$ cat src/rtl/core/rcsmpd_pkg.sv
// shared types and constants of the rc-gated motor pwm drive
package rcsmpd_pkg;

    localparam int DUTY_W  = 16;
    localparam int PULSE_W = 16;
    localparam int CMP_W   = 9;

    // radio pulse thresholds in microseconds
    localparam logic [PULSE_W-1:0] PULSE_MIN      = 16'd900;
    localparam logic [PULSE_W-1:0] PULSE_MAX      = 16'd2100;
    localparam logic [PULSE_W-1:0] DEADBAND_LO    = 16'd1200;
    localparam logic [PULSE_W-1:0] DEADBAND_HI    = 16'd1800;
    localparam logic [PULSE_W-1:0] PULSE_NEUTRAL  = 16'd1500;

    // reverse span divisor and fixed-point shift of its reciprocal
    localparam int REV_DIV   = 500;
    localparam int REV_SHIFT = 20;
    localparam int REV_DIFF_W = 10;

    // register map
    localparam logic REG_SAFETY_ENABLE = 1'b0;

    typedef struct packed {
        logic signed [DUTY_W-1:0] duty;
        logic [PULSE_W-1:0]       rc_pulse_us;
        logic                     stop_request;
    } t_drive_request;

    typedef struct packed {
        logic [CMP_W-1:0] compare_forward;
        logic [CMP_W-1:0] compare_backward;
        logic             status;
    } t_drive_result;

endpackage

$ cat src/rtl/core/rcsmpd_cfg.sv
// apb configuration register file of the motor pwm drive
module rcsmpd_cfg (
    input  logic        i_clk,
    input  logic        i_rst_n,
    input  logic        psel,
    input  logic        penable,
    input  logic        pwrite,
    input  logic [2:0]  paddr,
    input  logic [31:0] pwdata,
    output logic [31:0] prdata,
    output logic        o_safety_enable
);
    import rcsmpd_pkg::*;

    logic r_safety_enable;
    logic n_safety_enable;
    logic wr_en;

    assign wr_en = psel && penable && pwrite;

    always_comb begin
        n_safety_enable = r_safety_enable;
        if (wr_en && (paddr[2] == REG_SAFETY_ENABLE)) begin
            n_safety_enable = pwdata[0];
        end
    end

    always_ff @(posedge i_clk) begin
        if (!i_rst_n) begin
            r_safety_enable <= 1'b1;
        end else begin
            r_safety_enable <= n_safety_enable;
        end
    end

    always_comb begin
        prdata = '0;
        if (paddr[2] == REG_SAFETY_ENABLE) begin
            prdata = {31'd0, r_safety_enable};
        end
    end

    assign o_safety_enable = r_safety_enable;

endmodule

$ cat src/rtl/core/rcsmpd_core.sv
// compare computation and drive state of the motor pwm drive
module rcsmpd_core #(
    parameter int PWM_PERIOD_TICKS = 320,
    parameter int BAD_PULSE_LIMIT  = 3
) (
    input  logic                       i_clk,
    input  logic                       i_rst_n,
    input  logic                       i_advance,
    input  logic                       i_safety_enable,
    input  rcsmpd_pkg::t_drive_request i_req,
    output rcsmpd_pkg::t_drive_result  o_result
);
    import rcsmpd_pkg::*;

    localparam int FWD_MAX = PWM_PERIOD_TICKS * 85 / 100;
    localparam int BWD_MAX = PWM_PERIOD_TICKS - FWD_MAX;
    localparam int STOP    = PWM_PERIOD_TICKS / 2;
    localparam int SPAN    = FWD_MAX - BWD_MAX;
    localparam int RSPAN   = STOP - BWD_MAX;
    localparam int CW      = $clog2(PWM_PERIOD_TICKS + 1);
    localparam int CNT_W   = $clog2(BAD_PULSE_LIMIT + 1);
    localparam longint RMUL = (longint'(RSPAN) * (longint'(1) << REV_SHIFT) + REV_DIV - 1)
                              / REV_DIV;
    localparam int RMUL_W  = $clog2(RMUL + 1);

    localparam logic [CW-1:0]        SPAN_V   = CW'(SPAN);
    localparam logic [CW-1:0]        BWD_V    = CW'(BWD_MAX);
    localparam logic [CW-1:0]        STOP_V   = CW'(STOP);
    localparam logic [CW-1:0]        PERIOD_V = CW'(PWM_PERIOD_TICKS);
    localparam logic signed [CW:0]   BWD_S    = (CW+1)'(BWD_MAX);
    localparam logic signed [CW:0]   FWD_S    = (CW+1)'(FWD_MAX);
    localparam logic signed [CW:0]   STOP_S   = (CW+1)'(STOP);
    localparam logic [RMUL_W-1:0]    RMUL_V   = RMUL_W'(RMUL);
    localparam logic [CNT_W-1:0]     LIMIT_V  = CNT_W'(BAD_PULSE_LIMIT);

    logic [CW-1:0]    r_drive_compare;
    logic [CW-1:0]    n_drive_compare;
    logic [CNT_W-1:0] r_bad_count;
    logic [CNT_W-1:0] n_bad_count;
    logic             r_stop_latched;
    logic             n_stop_latched;

    logic [DUTY_W-1:0]          duty_offs;
    logic [DUTY_W+CW-1:0]       duty_prod;
    logic [CW-1:0]              duty_cmp;
    logic [PULSE_W-1:0]         pulse_eff;
    logic [PULSE_W-1:0]         rev_diff_full;
    logic [REV_DIFF_W-1:0]      rev_diff;
    logic [REV_DIFF_W+RMUL_W-1:0] rev_prod;
    logic [CW-1:0]              rev_drop;
    logic signed [CW:0]         rev_cmp;
    logic signed [CW:0]         cand;
    logic                       pulse_bad;
    logic [31:0]                fwd_ext;
    logic [31:0]                bwd_ext;
    logic [CW-1:0]              bwd_cmp;

    // duty + 32768 scaled onto the forward span
    assign duty_offs = {~i_req.duty[DUTY_W-1], i_req.duty[DUTY_W-2:0]};
    assign duty_prod = duty_offs * SPAN_V;
    assign duty_cmp  = BWD_V + duty_prod[DUTY_W +: CW];

    // dead band collapses onto neutral
    assign pulse_bad = (i_req.rc_pulse_us < PULSE_MIN) || (i_req.rc_pulse_us > PULSE_MAX);
    assign pulse_eff = ((i_req.rc_pulse_us > DEADBAND_LO) && (i_req.rc_pulse_us < DEADBAND_HI))
                       ? PULSE_NEUTRAL : i_req.rc_pulse_us;

    // reverse drop = floor(diff * rspan / 500), via exact reciprocal
    assign rev_diff_full = PULSE_NEUTRAL - pulse_eff;
    assign rev_diff      = rev_diff_full[REV_DIFF_W-1:0];
    assign rev_prod      = rev_diff * RMUL_V;
    assign rev_drop      = CW'(rev_prod >> REV_SHIFT);
    assign rev_cmp       = STOP_S - $signed({1'b0, rev_drop});

    always_comb begin
        n_stop_latched = r_stop_latched | i_req.stop_request;
        n_bad_count    = r_bad_count;
        cand           = $signed({1'b0, r_drive_compare});
        if (n_stop_latched) begin
            cand = STOP_S;
        end else if (!i_safety_enable) begin
            cand = $signed({1'b0, duty_cmp});
        end else if (pulse_bad) begin
            if (r_bad_count < LIMIT_V) begin
                n_bad_count = r_bad_count + CNT_W'(1);
            end
            if (n_bad_count >= LIMIT_V) begin
                cand = STOP_S;
            end
        end else begin
            n_bad_count = '0;
            if (pulse_eff <= PULSE_NEUTRAL) begin
                cand = rev_cmp;
            end else begin
                cand = $signed({1'b0, duty_cmp});
            end
        end

        if (cand < BWD_S) begin
            n_drive_compare = BWD_V;
        end else if (cand > FWD_S) begin
            n_drive_compare = CW'(FWD_MAX);
        end else begin
            n_drive_compare = cand[CW-1:0];
        end
    end

    always_ff @(posedge i_clk) begin
        if (!i_rst_n) begin
            r_drive_compare <= STOP_V;
            r_bad_count     <= '0;
            r_stop_latched  <= 1'b0;
        end else if (i_advance) begin
            r_drive_compare <= n_drive_compare;
            r_bad_count     <= n_bad_count;
            r_stop_latched  <= n_stop_latched;
        end
    end

    // outputs wrap to the 9-bit compare fields
    assign bwd_cmp = PERIOD_V - n_drive_compare;
    assign fwd_ext = 32'(n_drive_compare);
    assign bwd_ext = 32'(bwd_cmp);

    assign o_result.compare_forward  = fwd_ext[CMP_W-1:0];
    assign o_result.compare_backward = bwd_ext[CMP_W-1:0];
    assign o_result.status           = n_stop_latched;

endmodule

$ cat src/rtl/core/rc_safety_motor_pwm_drive.sv
// top level of the rc-gated motor pwm drive
//
// usage: each request on the input channel carries a signed q1.15 duty, the
// latest radio pulse width in microseconds and a force-stop bit. for every
// request the block returns one result with the forward compare, the
// complementary backward compare (period minus forward) and a stop status
// that is set once the force-stop latch is set
// path: a request is held in an input register, the compare logic (two constant
// multiplies, compares and a clamp) works on it there, and the result lands in
// the output register once that register is free to take it
// throughput: one request per cycle while the receiver takes results, limited by the single compare stage
// reset: safety gating on, compare at the stop value, bad pulse count zero,
// stop latch clear, both channels empty
// stall: while the receiver holds off, the result stays in the output register
// and one more request waits in the input register; then input ready drops
// configuration: apb port, safety_enable at byte address 0, pready always high;
// the user writes it only while no request is in flight, the block itself does not enforce it
module rc_safety_motor_pwm_drive #(
    parameter int PWM_PERIOD_TICKS = 320,
    parameter int BAD_PULSE_LIMIT  = 3
) (
    input  logic               i_clk,
    input  logic               i_rst_n,
    // request channel
    input  logic               i_in_valid,
    output logic               o_in_ready,
    input  logic signed [15:0] i_duty,
    input  logic [15:0]        i_rc_pulse_us,
    input  logic               i_stop_request,
    // result channel
    output logic               o_out_valid,
    input  logic               i_out_ready,
    output logic [8:0]         o_compare_forward,
    output logic [8:0]         o_compare_backward,
    output logic               o_status,
    // configuration port
    input  logic               psel,
    input  logic               penable,
    input  logic               pwrite,
    input  logic [2:0]         paddr,
    input  logic [31:0]        pwdata,
    output logic [31:0]        prdata,
    output logic               pready
);
    import rcsmpd_pkg::*;

    logic           r_in_valid;
    t_drive_request r_req;
    logic           r_out_valid;
    t_drive_result  r_result;
    t_drive_result  core_result;
    logic           out_free;
    logic           advance;
    logic           in_take;
    logic           safety_enable;

    // output register can take a new result when empty or being drained
    assign out_free   = !r_out_valid || i_out_ready;
    assign advance    = r_in_valid && out_free;
    assign o_in_ready = !r_in_valid || advance;
    assign in_take    = i_in_valid && o_in_ready;

    rcsmpd_cfg u_cfg (
        .i_clk           (i_clk),
        .i_rst_n         (i_rst_n),
        .psel            (psel),
        .penable         (penable),
        .pwrite          (pwrite),
        .paddr           (paddr),
        .pwdata          (pwdata),
        .prdata          (prdata),
        .o_safety_enable (safety_enable)
    );

    assign pready = 1'b1;

    // input register
    always_ff @(posedge i_clk) begin
        if (!i_rst_n) begin
            r_in_valid <= 1'b0;
        end else if (o_in_ready) begin
            r_in_valid <= i_in_valid;
        end
    end

    always_ff @(posedge i_clk) begin
        if (in_take) begin
            r_req.duty         <= i_duty;
            r_req.rc_pulse_us  <= i_rc_pulse_us;
            r_req.stop_request <= i_stop_request;
        end
    end

    // compare logic and drive state, updated as each request moves on
    rcsmpd_core #(
        .PWM_PERIOD_TICKS (PWM_PERIOD_TICKS),
        .BAD_PULSE_LIMIT  (BAD_PULSE_LIMIT)
    ) u_core (
        .i_clk           (i_clk),
        .i_rst_n         (i_rst_n),
        .i_advance       (advance),
        .i_safety_enable (safety_enable),
        .i_req           (r_req),
        .o_result        (core_result)
    );

    // result register
    always_ff @(posedge i_clk) begin
        if (!i_rst_n) begin
            r_out_valid <= 1'b0;
        end else if (out_free) begin
            r_out_valid <= r_in_valid;
        end
    end

    always_ff @(posedge i_clk) begin
        if (advance) begin
            r_result <= core_result;
        end
    end

    assign o_out_valid        = r_out_valid;
    assign o_compare_forward  = r_result.compare_forward;
    assign o_compare_backward = r_result.compare_backward;
    assign o_status           = r_result.status;

endmodule
$ cat config.mk
export PLATFORM = sky130hd
export DESIGN_NAME = rc_safety_motor_pwm_drive
export DESIGN_NICKNAME = d
export VERILOG_FILES = /design/src/rtl/core/rcsmpd_pkg.sv /design/src/rtl/core/rcsmpd_cfg.sv /design/src/rtl/core/rcsmpd_core.sv /design/src/rtl/core/rc_safety_motor_pwm_drive.sv
export SDC_FILE = /design/constraint.sdc
export NUM_CORES = 1
export LEC_CHECK = 0
export BUFFER_PORTS_ARGS = -buffer_cell sky130_fd_sc_hd__buf_2
export CORE_AREA = 2 2 85 149
export CTS_BUF_LIST = sky130_fd_sc_hd__clkbuf_4
export CTS_CLUSTER_DIAMETER = 150
export CTS_CLUSTER_SIZE = 12
export DETAILED_ROUTE_END_ITERATION = 16
export DIE_AREA = 0 0 87 151
export MAX_ROUTING_LAYER = met4
export PLACE_DENSITY = 0.84
export SLEW_MARGIN = 20
export SYNTH_ARGS = -nofsm -noshare
export SYNTH_HDL_FRONTEND = slang
export SYNTH_SLANG_ARGS = --single-unit
$ cat constraint.sdc
create_clock -name i_clk -period 26.5 [get_ports i_clk]
set_clock_uncertainty 0.15 [all_clocks]
set_input_delay 5.3 -clock i_clk [delete_from_list [all_inputs] [get_ports i_clk]]
set_output_delay 5.3 -clock i_clk [all_outputs]
set_load 0.01 [all_outputs]
==> results of run 1 <==
==> layer usage <==
layer | vias up | wire (um)
li1 | 2597 | -
met1 | 2572 | 5140
met2 | 197 | 9050
met3 | 68 | 532
met4 | 0 | 937
met5 | - | 0
==> kinds of logic after synthesis <==
group / share of synthesized area (%)
flip-flops: 26.1
other: 0.107
AO/OA/AOI/OAI: 17.9
buffers and inverters: 9.72
adder cells (fa/ha/maj): 30.1
multiplexers: 0.588
XOR/XNOR: 3.60
AND/OR/NAND/NOR: 11.9
==> synthesized netlist by cell type, types with 14 or more instances <==
library cell,count
fa_1,45
buf_4,33
a21oi_1,35
edfxtp_1,51
o21ai_0,18
a21o_1,14
ha_1,97
nand3_1,14
nor2_1,32
inv_1,105
dfxtp_1,15
nand2_1,40
xnor2_1,19
==> final cells by class <==
cell class,count,area share (%)
multi-input combinational,526,61.9
sequential,66,24.6
inverter,106,5.34
timing repair buffer,65,4.43
tap,137,2.30
clock buffer,11,1.11
clock inverter,5,0.285
antenna,1,0.0336
==> state kept, by name, summed over array words and instances (netlist names) <==
register                count
o_compare_backward          8
r_in_valid                  1
r_req                      33
u_core.r_bad_count          2
u_core.r_drive_compare      9
u_cfg.o_safety_enable       1
o_out_valid                 1
o_compare_forward           9
u_core.r_stop_latched       1
o_status                    1
==> cell usage in the layout (no fill, tap or decap), types with 11 or more instances in the layout <==
master	n
inv_1	105
ha_1	97
buf_2	63
edfxtp_1	51
fa_1	45
nand2_1	40
a21oi_1	35
nor2_1	32
conb_1	32
xnor2_1	19
o21ai_0	18
dfxtp_1	15
a21o_1	14
nand3_1	14
clkbuf_4	11
==> critical path, delay by kind of cell, from the launching register on <==
kind	cells	cell delay [ns]
DFF	1	0.38
adders and majority gates	9	3.39
AOI/OAI and AO/OA	13	3.82
and+or+nand+nor	10	3.43
buffers and inverters	5	0.31
xor gates and xnor gates	1	0.41
==> worst max-delay path by stage <==
stage,start,to
after global placement,r_req[15],o_compare_backward[4]
after global routing,r_req[16],o_compare_backward[6]
after floorplan,i_out_ready,o_in_ready
final,r_req[16],o_compare_backward[4]
after detailed placement,r_req[16],o_compare_backward[4]
after CTS,r_req[16],o_compare_backward[6]
==> power by group <==
group | switching, mW | internal, mW | total [mW] | leakage, nW
Clock | 0.0335 | 0.0202 | 0.0537 | 0.0631
Sequential | 0.00527 | 0.119 | 0.124 | 0.608
Combinational | 0.393 | 0.260 | 0.653 | 2.84
Total | 0.432 | 0.399 | 0.831 | 3.51
==> stage by stage <==
step / instance area (um2) / setup slack (ns)
3_5_place_dp: 7350 / 14.46
4_1_cts: 7450 / 14.41
6_report: 7450 / 14.34
2_1_floorplan: 7130 / 15.45
5_1_grt: 7450 / 13.60
3_3_place_gp: 7350 / 14.66
==> metrics.yaml, run 1 <==
status: "completed"
clkSinkCount: 66
cts.hold.buffers_added: 0
worst_slew_pin_slew_ns: 0.964
path_class: "register to register"
setup_viol: 0
hold_ws_ns: 0.346
power.density_nw_per_um2: 111
routed_via_density: 5.93
cts_tree: "yes"
syn_inst: 710
dp.cells: 900
die_area_um2: 13100
start_util_pct: 59.1
ys.warnings.count: 0
period_share_pct: 45.9
grtUsageTotal_pct: 25.7
fin_cells: 917
reg2reg_depth: 38
drv_slew: 0
hp-start: "u_core.r_drive_compare[6]"
setup_tns_ns: 0
multi_input_area_um2: 4620
area.sequential_um2: 1830
finalHoldViolations: 0
drv_cap: 0
rows: 53
synth_area_um2: 7020
post-cts-setup-buffer-count: 0
reg2reg_slack_ns: 14.34
cts_root_buffer: "clkbuf_4"
yosys.area.top_type: "edfxtp_1"
antenna_found_initial: 1
grt_max_degree: 33
die_y_um: 151
drtAntennaViolNets: 0
fp.coreArea_um2: 11900
insertion_delay_ns: 0.42
p_leak_nw: 3.51
post_cts_resize_count: 0
rsz0062_at_grt: "no"
relSlewSlack_pct: 34.7
fmax_mhz: 82.3
worstHoldPathCells: 2
synth.area.top_cells: "edfxtp_1 (22%), ha_1 (17%), fa_1 (13%)"
synth_edf_count: 51
first_pass_iters: 5
end_kind: "register"
startpoint_type: "register"
required_ns: 26.51
drt_iter0_drc: 286
slowest_delay_ns: 0.66
hp-class: "register to register"
met1_usage_pct: 23.1
wirelength_um: 15700
worstPathArrival_ns: 12.17
cts.clk_slew.worst_paths_ns: 0.10
hpwl_um: 13000
syn_area_per_cell_um2: 9.88
holdPathEnd: "u_core.r_drive_compare[6]"
area_delta_synth_final_pct: 6.22
use_met2_pct: 49.4
seq_area_frac_synth_pct: 26.1
use_met3_pct: 2.89
async_reset_ff_share_pct: 0
drive_gt1_share_pct: 13.1
grt_pass1_vias: 5673
slowest_stage: "nor2_1"
post-route-drc-count: 0
synth_top_area_share_pct: 21.8
fp.dieW_um: 87
grt_most_used_layer: "met2"
place_congestion: 1.01
num-nets-final: 991
fin_util_pct: 62.8
fillCellCount: 1003
cp_max_fo: 13
htreeDepth: 3
yosysUniqueCellTypes: 82
irDropWorstVdd_mv: 0.0727
grt_overflow: 0
rr_endpoint: "o_compare_backward[4]"
fin_crit_ns: 12.16
synth_seq_cells: 66
vias: 5434
wl_per_cell_um: 17.1
synthFlopType: "edfxtp_1"
numCtsBuffers: 9
io_buffers: 63
clk_path_buf_depth: 2
io_pins: 129
grt_pass1_wl_um: 25500
p_total_uw: 831
r2r-start: "r_req[16]"
(Power assumes the default switching activity.)
==> inputs of run 2 (changes only) <==
- ABC_AREA: not set -> 1
- CORE_AREA: 2 2 85 149 -> 2 2 91 159
- DIE_AREA: 0 0 87 151 -> 0 0 93 161
- PLACE_DENSITY: 0.84 -> 0.79
- clock period: 26.5 -> 11.1 ns (I/O delays scaled with it)
==> run 2 against run 1 <==
  * Via count increased by 5.2%
  * Setup slack lost 12 ns
  * Fmax increased by 34%
  * Final area increased by 3.0%
  * Global-route usage decreased by 3.6 points
  * Non-clock buffer count did not move
  * Sequential share of layout area down 0.72 points
  * Largest cell class unchanged
==> metrics.yaml, run 2 <==
grt_max_degree: 35
synthFlopType: "edfxtp_1"
post-route-drc-count: 0
setup_viol: 0
clockPowerShare_pct: 7.1
grt_pass1_vias: 5868
finalInstanceArea_um2: 7680
die_area_um2: 15000
async_reset_ff_share_pct: 0
path_class: "register to register"
routed_via_density: 5.15
start_util_pct: 52.4
drt_iter0_drc: 208
r2r-start: "r_req[14]"
p_sw_uw: 997
insertion_delay_ns: 0.41
clk_path_buf_depth: 2
cts.clk_slew.worst_paths_ns: 0.10
p_int_uw: 837
synth_area_um2: 7180
status: "completed"
synthTopCellsByCount: "inv_1 (161), nand2_1 (140), ha_1 (97)"
synth_seq_cells: 66
drtAntennaViolNets: 0
drv_cap: 0
grt_overflow: 0
fin_util_pct: 56.1
first_pass_iters: 4
slowest_stage: "fa_1"
seqPwrFrac_pct: 16.2
syn_inst: 859
irDropWorstVdd_mv: 0.121
yosys.area.top_type: "edfxtp_1"
ys.warnings.count: 0
hpwl_um: 13000
antenna_found_initial: 2
fp.dieW_um: 93
pre_cts_ws_ns: 1.98
grt_pass1_wl_um: 25500
htreeDepth: 3
largest_reg_flops: 33
synth.area.top_cells: "edfxtp_1 (21%), ha_1 (17%), fa_1 (13%)"
startpoint_type: "register"
wl_per_cell_um: 13.5
crit_family: "adder cells"
fin_crit_ns: 9.09
finalHoldViolations: 0
synth_most_common_cell: "inv_1"
drv_slew: 0
worst_slew_pin_slew_ns: 0.801
cts.hold.buffers_added: 0
setup_tns_ns: 0
io_pins: 129
io_buffers: 63
hp-start: "u_core.r_stop_latched"
worstPathArrival_ns: 9.10
post-cts-setup-buffer-count: 0
cp_num_buf_inv: 8
power.density_nw_per_um2: 239
clkSinkCount: 66
drive_gt1_share_pct: 15.3
layout_common_cells: "inv_1 (161), nand2_1 (140), ha_1 (97)"
period_share_pct: 81.9
p_leak_nw: 3.98
hp-class: "register to register"
numCtsBuffers: 9
hold_ws_ns: 0.344
cts_tree: "yes"
fp.coreArea_um2: 13700
layout_commonest_cell: "inv_1"
die_y_um: 161
cp_max_fo: 13
critPathLaunch: "r_req[14]"
seq_area_frac_synth_pct: 25.5
placed_cell_area_um2: 7570
largest_register: "r_req"
rsz0062_at_grt: "no"
relSlewSlack_pct: 46.6
yosysUniqueCellTypes: 45
synth_top_area_share_pct: 21.3
fillCellCount: 1325
num-nets-final: 1144
required_ns: 11.11
synth_edf_count: 51
grtUsageTotal_pct: 22.1
area_delta_synth_final_pct: 6.99
slowest_delay_ns: 0.53
syn_area_per_cell_um2: 8.36
combPwrFrac_pct: 76.8
cts_root_buffer: "clkbuf_4"
fmax_mhz: 110
place_congestion: 0.936
end_kind: "register"
rows: 57
vias: 5717
post_cts_resize_count: 0
setup_slack_ns: 2.01
wirelength_um: 15000
cpMostUsedCell: "nand2_1"
p_sw_share_pct: 54.4
==> run 2: cell count changes after synthesis, moves of 19 or more <==
cell | before | now
nor2_1 | 32 | 61
nand3_1 | 14 | 33
a21oi_1 | 35 | 55
nand2_1 | 40 | 140
nand2_2 | 0 | 23
inv_1 | 105 | 161
==> run 2: final timing paths <==
kind,endpoint,slack (ns),depth (start not counted)
worst max-delay path,o_compare_backward[4],2.01,45
worst min-delay path,u_core.r_stop_latched,0.34,2
worst max register to register,o_compare_backward[4],2.01,45
worst min register to register,u_core.r_stop_latched,0.34,2
==> run 2: power by group through the flow <==
stage	registers (mW)	logic, mW	clock network, mW
after detailed placement	0.302	1.40	0
after global placement	0.301	1.37	0
after global routing	0.298	1.61	0.144
final	0.296	1.41	0.129
after floorplan	0.302	1.09	0
after CTS	0.296	1.41	0.134
==> run 2: metal layers <==
| metal | up-vias | global-route usage (%) | wire length [um] |
|---|---|---|---|
| met5 | - | - | 0 |
| met4 | 0 | 12.7 | 826 |
| met2 | 152 | 42.8 | 8680 |
| li1 | 2852 | - | - |
| met3 | 52 | 2.33 | 494 |
| met1 | 2661 | 20.2 | 5020 |
==> run 2: cells by family after synthesis <==
group,Yosys count,share of synthesized area (%)
simple gates,310,20.9
buf+inv,209,12.8
fa+ha+maj,142,29.5
compound gates,111,8.87
flops,66,25.5
xor+xnor,19,2.32
other cells,2,0.105
==> run 2: area by class of cell <==
cell class	count	area [um2]	area share, %
Multi-Input combinational cell	614	4540	59.1
Sequential cell	66	1830	23.8
Inverter	171	642	8.36
Timing Repair Buffer	65	330	4.30
Tap cell	177	221	2.88
Clock buffer	12	90.1	1.17
Clock inverter	4	18.8	0.244
Antenna cell	2	5.00	0.0652
==> run 2: worst min-delay path, cell delays in order (launching register included) <==
cell     delay [ns]
dfxtp_1        0.35
a21oi_1        0.05
nor2_1         0.07
==> run 2: through the flow <==
step,power [mW],instances
finish,1.83,1111
CTS,1.84,1109
global route,2.06,1111
floorplan,1.39,889
global placement,1.67,1093
detailed placement,1.70,1093
